**config.mk**
```make
export PLATFORM = sky130hd
export DESIGN_NAME = hpc_ema
export DESIGN_NICKNAME = d
export VERILOG_FILES = /design/src/hdl/hpc_pkg.sv /design/src/hdl/hpc_ema.sv
export SDC_FILE = /design/constraint.sdc
export NUM_CORES = 1
export LEC_CHECK = 0
export BUFFER_PORTS_ARGS = -buffer_cell sky130_fd_sc_hd__buf_4
export CORE_MARGIN = 8
export CORE_UTILIZATION = 62
export CTS_BUF_LIST = sky130_fd_sc_hd__clkbuf_8
export CTS_CLUSTER_DIAMETER = 60
export CTS_CLUSTER_SIZE = 28
export DETAILED_ROUTE_END_ITERATION = 6
export MAX_ROUTING_LAYER = met4
export PLACE_DENSITY = 0.83
export SYNTH_ARGS = -nofsm -noshare
export SYNTH_HDL_FRONTEND = slang
export SYNTH_SLANG_ARGS = --single-unit
```
**constraint.sdc**
```tcl
create_clock -name clk -period 5.3 [get_ports clk]
set_clock_uncertainty 0.05 [all_clocks]
set_input_delay 0.53 -clock clk [delete_from_list [all_inputs] [get_ports clk]]
set_output_delay 0.53 -clock clk [all_outputs]
set_load 0.02 [all_outputs]
```
**src/hdl/hpc_pkg.sv**
```systemverilog
// Shared widths, codes and the direction classifier for the hand placement block.
package hpc_pkg;

  localparam int SAMPLE_W   = 10;
  localparam int SUM_W      = 12;
  localparam int MAG_W      = 11;
  localparam int Q_W        = 16;
  localparam int QBITS      = 15;
  localparam int ALPHA_W    = 9;
  localparam int THR_W      = 15;
  localparam int ACC_W      = 26;
  localparam int DS_W       = 25;
  localparam int CFG_IDX_W  = 2;
  localparam int CFG_DATA_W = 15;
  localparam int CNT_W      = 4;

  typedef enum logic [CFG_IDX_W-1:0] {
    CFG_FORCE_MIN = 2'd0,
    CFG_ALPHA     = 2'd1,
    CFG_ENTER_THR = 2'd2,
    CFG_EXIT_THR  = 2'd3
  } cfg_idx_t;

  typedef enum logic [3:0] {
    PR_OK         = 4'd0,
    PR_LEFT       = 4'd1,
    PR_RIGHT      = 4'd2,
    PR_UP         = 4'd3,
    PR_DOWN       = 4'd4,
    PR_UP_LEFT    = 4'd5,
    PR_UP_RIGHT   = 4'd6,
    PR_DOWN_LEFT  = 4'd7,
    PR_DOWN_RIGHT = 4'd8,
    PR_NO_HANDS   = 4'd9
  } prompt_t;

  typedef enum logic [2:0] {
    ST_IDLE,
    ST_SUM,
    ST_DIV,
    ST_EMA,
    ST_CLASS,
    ST_DONE
  } state_t;

  // Diagonals first, then horizontal, then vertical.
  function automatic prompt_t classify(input logic signed [Q_W-1:0] fx,
                                       input logic signed [Q_W-1:0] fy,
                                       input logic [THR_W-1:0] thr);
    logic signed [Q_W:0] x17, y17, pthr, nthr;
    logic xh, xl, yh, yl;
    prompt_t p;
    x17  = {fx[Q_W-1], fx};
    y17  = {fy[Q_W-1], fy};
    pthr = {2'b00, thr};
    nthr = -pthr;
    xh = x17 > pthr;
    xl = x17 < nthr;
    yh = y17 > pthr;
    yl = y17 < nthr;
    if (!xh && !xl && !yh && !yl) p = PR_OK;
    else if (yl && xl)            p = PR_UP_RIGHT;
    else if (yl && xh)            p = PR_UP_LEFT;
    else if (yh && xl)            p = PR_DOWN_RIGHT;
    else if (yh && xh)            p = PR_DOWN_LEFT;
    else if (xh)                  p = PR_LEFT;
    else if (xl)                  p = PR_RIGHT;
    else if (yh)                  p = PR_DOWN;
    else                          p = PR_UP;
    return p;
  endfunction

endpackage

```
**src/hdl/hpc_ema.sv**
```systemverilog
// Bit-serial EMA update: f + alpha*(x - f)/256, shift-add over the alpha bits.
module hpc_ema import hpc_pkg::*; (
  input  logic                  clk,
  input  logic                  rst_n,
  input  logic                  start,
  input  logic [ALPHA_W-1:0]    alpha,
  input  logic signed [Q_W-1:0] x,
  input  logic signed [Q_W-1:0] f,
  output logic                  done,
  output logic signed [Q_W-1:0] res
);

  logic                    busy_r, busy_nxt;
  logic                    done_r, done_nxt;
  logic [CNT_W-1:0]        cnt_r, cnt_nxt;
  logic [ALPHA_W-1:0]      a_r, a_nxt;
  logic signed [DS_W-1:0]  ds_r, ds_nxt;
  logic signed [ACC_W-1:0] acc_r, acc_nxt;

  logic [Q_W:0]       d17;
  logic [ACC_W-1:0]   mag;
  logic [ACC_W-1:0]   rnd;
  logic [ACC_W-9:0]   qm;
  logic [Q_W-1:0]     qm16;

  assign d17 = {x[Q_W-1], x} - {f[Q_W-1], f};

  always_comb begin
    busy_nxt = busy_r;
    done_nxt = 1'b0;
    cnt_nxt  = cnt_r;
    a_nxt    = a_r;
    ds_nxt   = ds_r;
    acc_nxt  = acc_r;
    if (start) begin
      busy_nxt = 1'b1;
      cnt_nxt  = '0;
      a_nxt    = (alpha > ALPHA_W'(256)) ? ALPHA_W'(256) : alpha;
      ds_nxt   = {{(DS_W-Q_W-1){d17[Q_W]}}, d17};
      acc_nxt  = {{(ACC_W-Q_W-8){f[Q_W-1]}}, f, 8'h00};
    end else if (busy_r) begin
      if (a_r[0]) acc_nxt = acc_r + {ds_r[DS_W-1], ds_r};
      ds_nxt  = ds_r <<< 1;
      a_nxt   = a_r >> 1;
      cnt_nxt = cnt_r + 1'b1;
      if (cnt_r == CNT_W'(ALPHA_W - 1)) begin
        busy_nxt = 1'b0;
        done_nxt = 1'b1;
      end
    end
  end

  always_ff @(posedge clk) begin
    if (!rst_n) begin
      busy_r <= 1'b0;
      done_r <= 1'b0;
      cnt_r  <= '0;
    end else begin
      busy_r <= busy_nxt;
      done_r <= done_nxt;
      cnt_r  <= cnt_nxt;
    end
    a_r   <= a_nxt;
    ds_r  <= ds_nxt;
    acc_r <= acc_nxt;
  end

  // divide by 256, round half away from zero
  assign mag  = acc_r[ACC_W-1] ? -acc_r : acc_r;
  assign rnd  = mag + ACC_W'(128);
  assign qm   = rnd[ACC_W-1:8];
  assign qm16 = qm[Q_W-1:0];
  assign res  = acc_r[ACC_W-1] ? -qm16 : qm16;
  assign done = done_r;

endmodule

```
==> impl_metrics.toml <==
[drt]
wl_per_cell_um = 17.00
first_pass_iters = 5
vias_per_cell = 6.264
drt-initial-drc-count = 481
via_count = 5512
drc_errors = 0
wl_um = 14960
final_antenna_net_count = 0

[power_and_ir_drop]
ir_drop_mv = 0.1838
power.internal_mw = 1.215
combPwrFrac_pct = 42.1
p_sw_share_pct = 37.15
p_seq_share_pct = 35.9
p_sw_mw = 0.7183
p_per_area_nw_per_um2 = 285.0
pwr-share-clk_pct = 21.9
leakagePower_nw = 2.740

[timing]
worstMarginPinSlew_ns = 1.028
report.final.slew_viol_count = 0
setup_tns_ns = 0
period_minus_slack_ns = 5.034
timing.final.crit_share_pct = 94.98
slew_headroom_pct = 31.22
max_freq_mhz = 198.7
setup-violations-final = 0
rsz0062_at_grt = "false"
timing.hold.ws_ns = 0.3718
setup_ws_ns = 0.2661
finalHoldViolations = 0

[placement]
placed_cells = 864
routabilityCongestion = 0.8820
pre_cts_ws_ns = 0.5684
dp_hpwl_um = 11390
portBuffers = 60

[floorplanning]
rows = 36
dieHeight_um = 114.6
dieArea_um2 = 13140
start_util_pct = 62.86
core-area_um2 = 9594
die_width_um = 114.6
ios = 61

[cts]
clkTransAtPathRegs_ns = 0.07
clk_path_buf_depth = 2
htreeDepth = 3
cts_buffers = 9
clkSinkCount = 66
cts_tree = "built"
cts_hold_buf = 0
clkLatencyLatePin_ns = 0.35
root_buffer = "clkbuf_8"

[synthesis]
syn_nets = 784
yosys-mux-area-fraction_pct = 2.261
synth_cell_types = 76
synthAdderAreaFrac_pct = 10.00
netlist_area_um2 = 6031
synth_edf_count = 52
syn_avg_cell_area_um2 = 8.702
ys.flop_type = "edfxtp_1"
synth_compound_area_share_pct = 23.36
ys_seq_area_share_pct = 30.54
post_synth_inst_count = 693
synth_xor_area_share_pct = 9.813
ys_ff_latch = 66
ys_warn_count = 0
synth_simple_gate_area_share_pct = 19.07
synth_top_family_by_area = "compound AO/OA/AOI/OAI gates"
async_reset_ff_share_pct = 0

[finish]
final_cell_count_no_fill = 880
layout_common_cells = "buf_4, nand2_1, edfxtp_1"
final_common_cell = "buf_4"
n_antenna_cell = 0
nets = 833
drive_gt1_share_pct = 13.92
syn_to_final_growth_pct = 12.49

[worst_setup_path]
rrSetupSlack_ns = 1.73
path_class = "flip-flop to output port"
crit_fanout = 7
start_kind = "flip-flop"
r2r-start = "acc_r[8]$_DFFE_PP_"
critPathCaptureType = "output port"
cp.required_ns = 4.72
arrival_ns = 4.45
reg2reg_depth = 10
timing.rr.end = "acc_r[25]$_DFFE_PP_"

[global_routing]
grt_antenna_before_repair = 0
gr-total-overflow = 0
track_usage_pct = 23.70
grt_first_pass_wirelength_um = 24600
first_global_vias = 5303
grt_start_max_net_pins = 50

[hold_path]
hold_path_depth = 2
min_to = "busy_r$_SDFF_PN0_"
min-delay-start = "rst_n"
min_path_type = "input pin to flip-flop"

[status]
status = "finished clean"

[run]
drv_cap = 0
timing repair:
action	CTS	global route
endpoints found under the setup margin	0	4
resized for setup	0	1
buffers inserted	0	0
layer usage:
layer	wire (um)	vias to the layer above	part of all wire [%]	track usage (%)
li1	-	2679	-	-
met1	6558	2581	44	28.91
met2	7111	219	48	38.46
met3	976	33	6.5	4.325
met4	312	0	2.1	8.518
met5	0	-	0	-
cells in the mapped netlist (13+ instances only):
cell	instances	area share, %
clkbuf_1	25	1.6
edfxtp_1	52	26
nor2_1	47	2.9
dfxtp_1	14	4.6
nand3b_1	13	1.6
inv_1	50	3.1
xnor2_1	45	6.5
nand3_1	20	1.7
a21oi_1	32	2.7
ha_1	45	9.3
nor3_1	28	2.3
xor2_1	20	2.9
o21ai_0	42	3.5
nand2_1	54	3.4
power groups by stage:
stage | combinational (mW) | sequential (mW) | clock (mW)
2_1_floorplan | 0.609 | 0.669 | 0
3_3_place_gp | 0.772 | 0.701 | 0
3_5_place_dp | 0.802 | 0.704 | 0
4_1_cts | 0.807 | 0.693 | 0.428
5_1_grt | 0.891 | 0.701 | 0.453
6_report | 0.814 | 0.695 | 0.424
worst max-delay path: stages (launching register included):
cell and delay (ns):
dfxtp_1 0.35, nor4_2 0.30, buf_4 0.19, nand2_1 0.12, o21ai_1 0.19, xnor2_1 0.15, ha_1 0.23, inv_1 0.12
or4_1 0.51, o221ai_1 0.22, xnor2_1 0.15, a311o_1 0.37, or4_1 0.48, a21oi_2 0.23, a31oi_1 0.15, xnor2_1 0.18
buf_4 0.16
metrics by stage:
stage               utilization, %  cell area [um^2]  power [mW]
floorplan                        -              6031       1.278
global placement             68.68              6589       1.473
detailed placement           68.68              6589       1.506
CTS                          70.71              6784       1.928
global route                 70.71              6784       2.045
finish                       70.71              6784       1.933
sequential cells by signal, indices dropped and copies added, names as in the netlist:
signal,count
a_r,9
ds_r,25
cnt_r,4
acc_r,26
busy_r,1
done,1
area by class of cell:
class	count	area (um^2)
inverters	50	187.7
well taps	133	166.4
fillers	737	2810
clock buffers	10	137.6
multi-input cells	548	3890
repair buffers	67	503.0
flip-flops and latches	66	1842
clock inverters	6	57.56
how the worst max path moves through the flow:
stage	from	end	slack, ns	cells after the start
global placement	acc_r[1]$_SDFFE_PP0P_	res[15]	0.85	16
CTS	acc_r[1]$_SDFFE_PP0P_	res[15]	0.18	16
floorplan	acc_r[25]$_DFFE_PP_	res[13]	0.22	16
detailed placement	acc_r[1]$_SDFFE_PP0P_	res[15]	0.57	16
finish	acc_r[1]$_SDFFE_PP0P_	res[15]	0.27	16
global route	acc_r[1]$_SDFFE_PP0P_	res[15]	0.03	16
cell families after synthesis:
group | count (synthesis)
xor gates and xnor gates | 66
and+or+nand+nor | 225
adders and majority gates | 47
DFF | 66
muxes | 13
buffers and inverters | 79
AOI/OAI and AO/OA | 197
Power figures use the tool's default switching activity.
