===== src/hdl/hpc_pkg.sv =====
// Shared widths, codes and the direction classifier for the hand placement block.
package hpc_pkg;

  localparam int SAMPLE_W   = 10;
  localparam int SUM_W      = 12;
  localparam int MAG_W      = 11;
  localparam int Q_W        = 16;
  localparam int QBITS      = 15;
  localparam int ALPHA_W    = 9;
  localparam int THR_W      = 15;
  localparam int ACC_W      = 26;
  localparam int DS_W       = 25;
  localparam int CFG_IDX_W  = 2;
  localparam int CFG_DATA_W = 15;
  localparam int CNT_W      = 4;

  typedef enum logic [CFG_IDX_W-1:0] {
    CFG_FORCE_MIN = 2'd0,
    CFG_ALPHA     = 2'd1,
    CFG_ENTER_THR = 2'd2,
    CFG_EXIT_THR  = 2'd3
  } cfg_idx_t;

  typedef enum logic [3:0] {
    PR_OK         = 4'd0,
    PR_LEFT       = 4'd1,
    PR_RIGHT      = 4'd2,
    PR_UP         = 4'd3,
    PR_DOWN       = 4'd4,
    PR_UP_LEFT    = 4'd5,
    PR_UP_RIGHT   = 4'd6,
    PR_DOWN_LEFT  = 4'd7,
    PR_DOWN_RIGHT = 4'd8,
    PR_NO_HANDS   = 4'd9
  } prompt_t;

  typedef enum logic [2:0] {
    ST_IDLE,
    ST_SUM,
    ST_DIV,
    ST_EMA,
    ST_CLASS,
    ST_DONE
  } state_t;

  // Diagonals first, then horizontal, then vertical.
  function automatic prompt_t classify(input logic signed [Q_W-1:0] fx,
                                       input logic signed [Q_W-1:0] fy,
                                       input logic [THR_W-1:0] thr);
    logic signed [Q_W:0] x17, y17, pthr, nthr;
    logic xh, xl, yh, yl;
    prompt_t p;
    x17  = {fx[Q_W-1], fx};
    y17  = {fy[Q_W-1], fy};
    pthr = {2'b00, thr};
    nthr = -pthr;
    xh = x17 > pthr;
    xl = x17 < nthr;
    yh = y17 > pthr;
    yl = y17 < nthr;
    if (!xh && !xl && !yh && !yl) p = PR_OK;
    else if (yl && xl)            p = PR_UP_RIGHT;
    else if (yl && xh)            p = PR_UP_LEFT;
    else if (yh && xl)            p = PR_DOWN_RIGHT;
    else if (yh && xh)            p = PR_DOWN_LEFT;
    else if (xh)                  p = PR_LEFT;
    else if (xl)                  p = PR_RIGHT;
    else if (yh)                  p = PR_DOWN;
    else                          p = PR_UP;
    return p;
  endfunction

endpackage


===== src/hdl/hpc_div.sv =====
// Bit-serial restoring divider: rounded Q1.14 ratio of imbalance over total force.
module hpc_div import hpc_pkg::*; (
  input  logic                  clk,
  input  logic                  rst_n,
  input  logic                  start,
  input  logic [MAG_W-1:0]      mag,
  input  logic                  neg,
  input  logic [SUM_W-1:0]      den,
  output logic                  done,
  output logic signed [Q_W-1:0] quo
);

  logic             busy_r, busy_nxt;
  logic             done_r, done_nxt;
  logic [CNT_W-1:0] cnt_r, cnt_nxt;
  logic [SUM_W-1:0] rem_r, rem_nxt;
  logic [QBITS-1:0] sh_r, sh_nxt;
  logic [QBITS-1:0] q_r, q_nxt;
  logic [SUM_W-1:0] den_r, den_nxt;
  logic             neg_r, neg_nxt;
  logic             zero_r, zero_nxt;

  logic [SUM_W:0]   trial, diff;
  logic             ge;
  logic [Q_W-1:0]   qm;

  // dividend = mag * 2^14 + den/2; its top bits (mag >> 1) are already below den
  assign trial = {rem_r, sh_r[QBITS-1]};
  assign ge    = trial >= {1'b0, den_r};
  assign diff  = trial - {1'b0, den_r};

  always_comb begin
    busy_nxt = busy_r;
    done_nxt = 1'b0;
    cnt_nxt  = cnt_r;
    rem_nxt  = rem_r;
    sh_nxt   = sh_r;
    q_nxt    = q_r;
    den_nxt  = den_r;
    neg_nxt  = neg_r;
    zero_nxt = zero_r;
    if (start) begin
      busy_nxt = 1'b1;
      cnt_nxt  = '0;
      rem_nxt  = {2'b00, mag[MAG_W-1:1]};
      sh_nxt   = {mag[0], 3'b000, den[SUM_W-1:1]};
      q_nxt    = '0;
      den_nxt  = den;
      neg_nxt  = neg;
      zero_nxt = (den == '0);
    end else if (busy_r) begin
      rem_nxt = ge ? diff[SUM_W-1:0] : trial[SUM_W-1:0];
      sh_nxt  = {sh_r[QBITS-2:0], 1'b0};
      q_nxt   = {q_r[QBITS-2:0], ge};
      cnt_nxt = cnt_r + 1'b1;
      if (cnt_r == CNT_W'(QBITS - 1)) begin
        busy_nxt = 1'b0;
        done_nxt = 1'b1;
      end
    end
  end

  always_ff @(posedge clk) begin
    if (!rst_n) begin
      busy_r <= 1'b0;
      done_r <= 1'b0;
      cnt_r  <= '0;
    end else begin
      busy_r <= busy_nxt;
      done_r <= done_nxt;
      cnt_r  <= cnt_nxt;
    end
    rem_r  <= rem_nxt;
    sh_r   <= sh_nxt;
    q_r    <= q_nxt;
    den_r  <= den_nxt;
    neg_r  <= neg_nxt;
    zero_r <= zero_nxt;
  end

  // zero total (gate at zero) gives a zero ratio
  assign qm   = zero_r ? '0 : {1'b0, q_r};
  assign quo  = neg_r ? -qm : qm;
  assign done = done_r;

endmodule


===== config.mk =====
export PLATFORM = sky130hd
export DESIGN_NAME = hpc_div
export DESIGN_NICKNAME = d
export VERILOG_FILES = /design/src/hdl/hpc_pkg.sv /design/src/hdl/hpc_div.sv
export SDC_FILE = /design/constraint.sdc
export NUM_CORES = 1
export LEC_CHECK = 0
export BUFFER_PORTS_ARGS = -buffer_cell sky130_fd_sc_hd__buf_2
export CAP_MARGIN = 40
export CELL_PAD_IN_SITES_DETAIL_PLACEMENT = 0
export CELL_PAD_IN_SITES_GLOBAL_PLACEMENT = 2
export CORE_ASPECT_RATIO = 0.75
export CORE_MARGIN = 4
export CORE_UTILIZATION = 37
export DETAILED_ROUTE_END_ITERATION = 12
export GPL_ROUTABILITY_DRIVEN = 0
export GPL_TIMING_DRIVEN = 0
export PLACE_DENSITY_LB_ADDON = 0.1
export RECOVER_POWER = 25
export SLEW_MARGIN = 40
export SYNTH_ARGS = -nofsm -noshare
export SYNTH_HDL_FRONTEND = slang
export SYNTH_SLANG_ARGS = --single-unit

===== constraint.sdc =====
create_clock -name clk -period 2.5 [get_ports clk]
set_input_delay 0.25 -clock clk [delete_from_list [all_inputs] [get_ports clk]]
set_output_delay 0.25 -clock clk [all_outputs]
set_load 0.03 [all_outputs]

==> impl_metrics.yaml <==
status:
  status: "finished, final reports clean"
timing:
  whs_ns: 0.101
  finalMaxSlewViolations: 0
  period_needed_ns: 2.41
  fin_ws_ns: 0.0873
  grt_setup_unrepaired: "yes"
  hold_viol: 0
  setup_viol_count_final: 0
  period_share_pct: 96.5
  slew_headroom_pct: 52.9
  fmax_ghz: 0.414
  tightest_slew_ns: 0.707
  finClkSkew_ns: 0.00736
global_routing:
  grt_usage_pct: 16.5
  grt_pass1_vias: 2633
  grt_max_degree: 23
  grt_antenna_before_repair: 0
  grt_pass1_wl_um: 14400
  grt_overflow: 0
worst_setup_path:
  required_ns: 2.57
  path_max_fanout: 3
  reg2regPathDepth: 7
  cp-start-kind: "flip-flop"
  cp.arrival_ns: 2.48
  endpoint_kind: "flip-flop"
  ff2ff_setup_slack_ns: 0.09
  critical_path_class: "flip-flop to flip-flop"
  crit_chain: "ha_1 -> nor2b_1 -> o2111ai_2 -> a21oi_1 -> or3_1 -> xor2_1 -> a221o_1"
  reg2reg_from: "rem_r[0]"
  crit_slowest_cell: "edfxtp_1"
  cpPeakStageDelay_ns: 0.43
  r2r_end: "rem_r[9]"
synth:
  avgSynthCellArea_um2: 9.93
  async_flop_share_pct: 0
  syn_area_um2: 3520
  ys_seq_area_share_pct: 45.4
  synth_ff_type: "edfxtp_1"
  synth_nets: 398
  synth_enable_flop_cells: 36
  yosysWarnings: 0
  synth_seq_cells: 62
  yosysUniqueCellTypes: 55
  synth_cells: 355
clock_network:
  h-tree-depth: 3
  cts_tree: "built"
  cts_buffers: 9
  ctsHoldBuffers: 0
  cts.sinks: 62
  root_buffer: "clkbuf_16"
  clkTransAtPathRegs_ns: 0.05
  ctsLongestPathBuffers: 2
  worstSkewPairLatency_ns: 0.32
drt:
  drt_wl_total_um: 8850
  viasPerCell: 5.19
  drc_errors: 0
  firstDrtPassIters: 4
  ant_nets: 0
  wl_per_cell_um: 16.1
  via_count: 2848
  drt_iter0_markers: 219
job:
  cap_violations: 0
floorplanning:
  core-area_um2: 9160
  die_w_um: 121
  rows: 30
  io_pins: 44
  dieArea_um2: 11200
  die_h_um: 92.5
  start_util_pct: 38.5
finish:
  nNetsFinal: 459
  layout_commonest_cell: "nor2_1"
  num_antenna_cells: 0
  drive_above_1_share_pct: 18.3
  final_area_um2: 4320
  area_growth_pct: 22.5
  final_cell_mix: "nor2_1, edfxtp_1, buf_2"
place:
  hpwl_um: 6460
  post-place-ws_ns: -0.0827
  io_buffers: 43
  placed_cell_area_um2: 3900
worst_hold_path:
  holdPathEnd: "neg_r"
  hp-start: "neg"
  worstHoldPathCells: 1
  hold_path_class: "primary input to flip-flop"
pwr:
  power_density_nw_per_um2: 797
  finalPower_mw: 3.44
  p_leak_nw: 1.77
  vdd_drop_max_mv: 0.428
==> through the flow <==
stage | cells | util, % | TNS [ns]
finish | 549 | 47.1 | 0
detailed placement | 526 | 42.6 | -0.259
global placement | 526 | 42.6 | -4.94
global route | 549 | 47.1 | -0.0251
CTS | 546 | 46.6 | 0
floorplan | 355 | - | 0
==> cell usage after synthesis, types with 3 or more instances <==
master	count	area, um2
nor2_1	39	146
edfxtp_1	36	1080
nand2_1	29	109
dfxtp_1	26	521
inv_1	22	82.6
mux2i_1	19	190
ha_1	15	188
o21ai_0	15	75.1
clkbuf_1	13	48.8
a22o_1	10	87.6
nor2b_1	10	62.6
xnor2_1	10	87.6
a21oi_1	8	40.0
o311ai_0	8	70.1
nand3b_1	7	52.6
nor4_1	7	43.8
xor2_1	7	61.3
nand3_1	5	25.0
o21a_1	5	37.5
o31ai_1	5	37.5
a21o_1	4	30.0
nand2b_1	4	25.0
a21boi_0	3	22.5
a221o_1	3	30.0
a31oi_1	3	18.8
and3b_1	3	26.3
nand4_1	3	18.8
or3_1	3	18.8
==> what timing repair did <==
| item | in CTS | in global routing |
|---|---|---|
| resized for setup | 7 | 23 |
| endpoints found under the setup margin | 17 | 16 |
| setup buffers | 4 | 3 |
| pin swaps | 1 | 4 |
==> power breakdown <==
group          internal, mW  switching, mW
Combinational         0.412          0.550
Sequential             1.19         0.0508
Clock                 0.811          0.425
Total                  2.41           1.03
==> sequential cells by signal, indices dropped and copies added, names as in the netlist <==
name,flops
sh_r,15
den_r,12
q_r,15
cnt_r,4
neg_r,1
done,1
zero_r,1
rem_r,12
busy_r,1
==> cell families (layout without fill, tap and decap cells) <==
logic type                 count (synthesis)  count (layout)  synth area share, %
and+or+nand+nor                          117             117                 16.3
AOI/OAI and AO/OA                         83              83                 17.9
xor gates and xnor gates                  17              17                 4.22
buffers and inverters                     40             106                 4.58
muxes                                     20              20                 5.72
adders and majority gates                 16              16                 5.89
DFF                                       62              62                 45.4
==> critical path, delay by kind of cell (launching register included) <==
kind / cells / cell delay (ns)
adders and majority gates: 1 / 0.34
DFF: 1 / 0.43
AOI/OAI and AO/OA: 3 / 0.72
and+or+nand+nor: 2 / 0.50
xor gates and xnor gates: 1 / 0.15
==> layout make-up <==
type | instances | area (um2)
inverter | 22 | 82.6
timing repair buffer | 50 | 260
clock inverter | 2 | 11.3
multi-input combinational | 253 | 1820
fill | 911 | 4840
clock buffer | 14 | 295
buffer | 18 | 91.3
sequential | 62 | 1600
tap | 128 | 160
==> per-layer routing <==
metal	wire [um]	GRT usage, %	vias to the layer above
met5	0	0	-
met4	56	4.06	0
met3	284	4.09	7
met2	3470	20.9	51
met1	5050	27.0	1364
li1	-	-	1426
==> worst max path at each step <==
stage	slack (ns)	from	to	depth (start not counted)
2_1_floorplan	0.19	rem_r[5]	rem_r[8]	9
3_3_place_gp	-0.21	start	rem_r[1]	5
3_5_place_dp	-0.08	rem_r[2]	rem_r[8]	8
4_1_cts	0.003	zero_r	quo[6]	9
5_1_grt	-0.02	rem_r[0]	rem_r[7]	7
6_report	0.09	rem_r[0]	rem_r[9]	7
(Power assumes the default switching activity.)
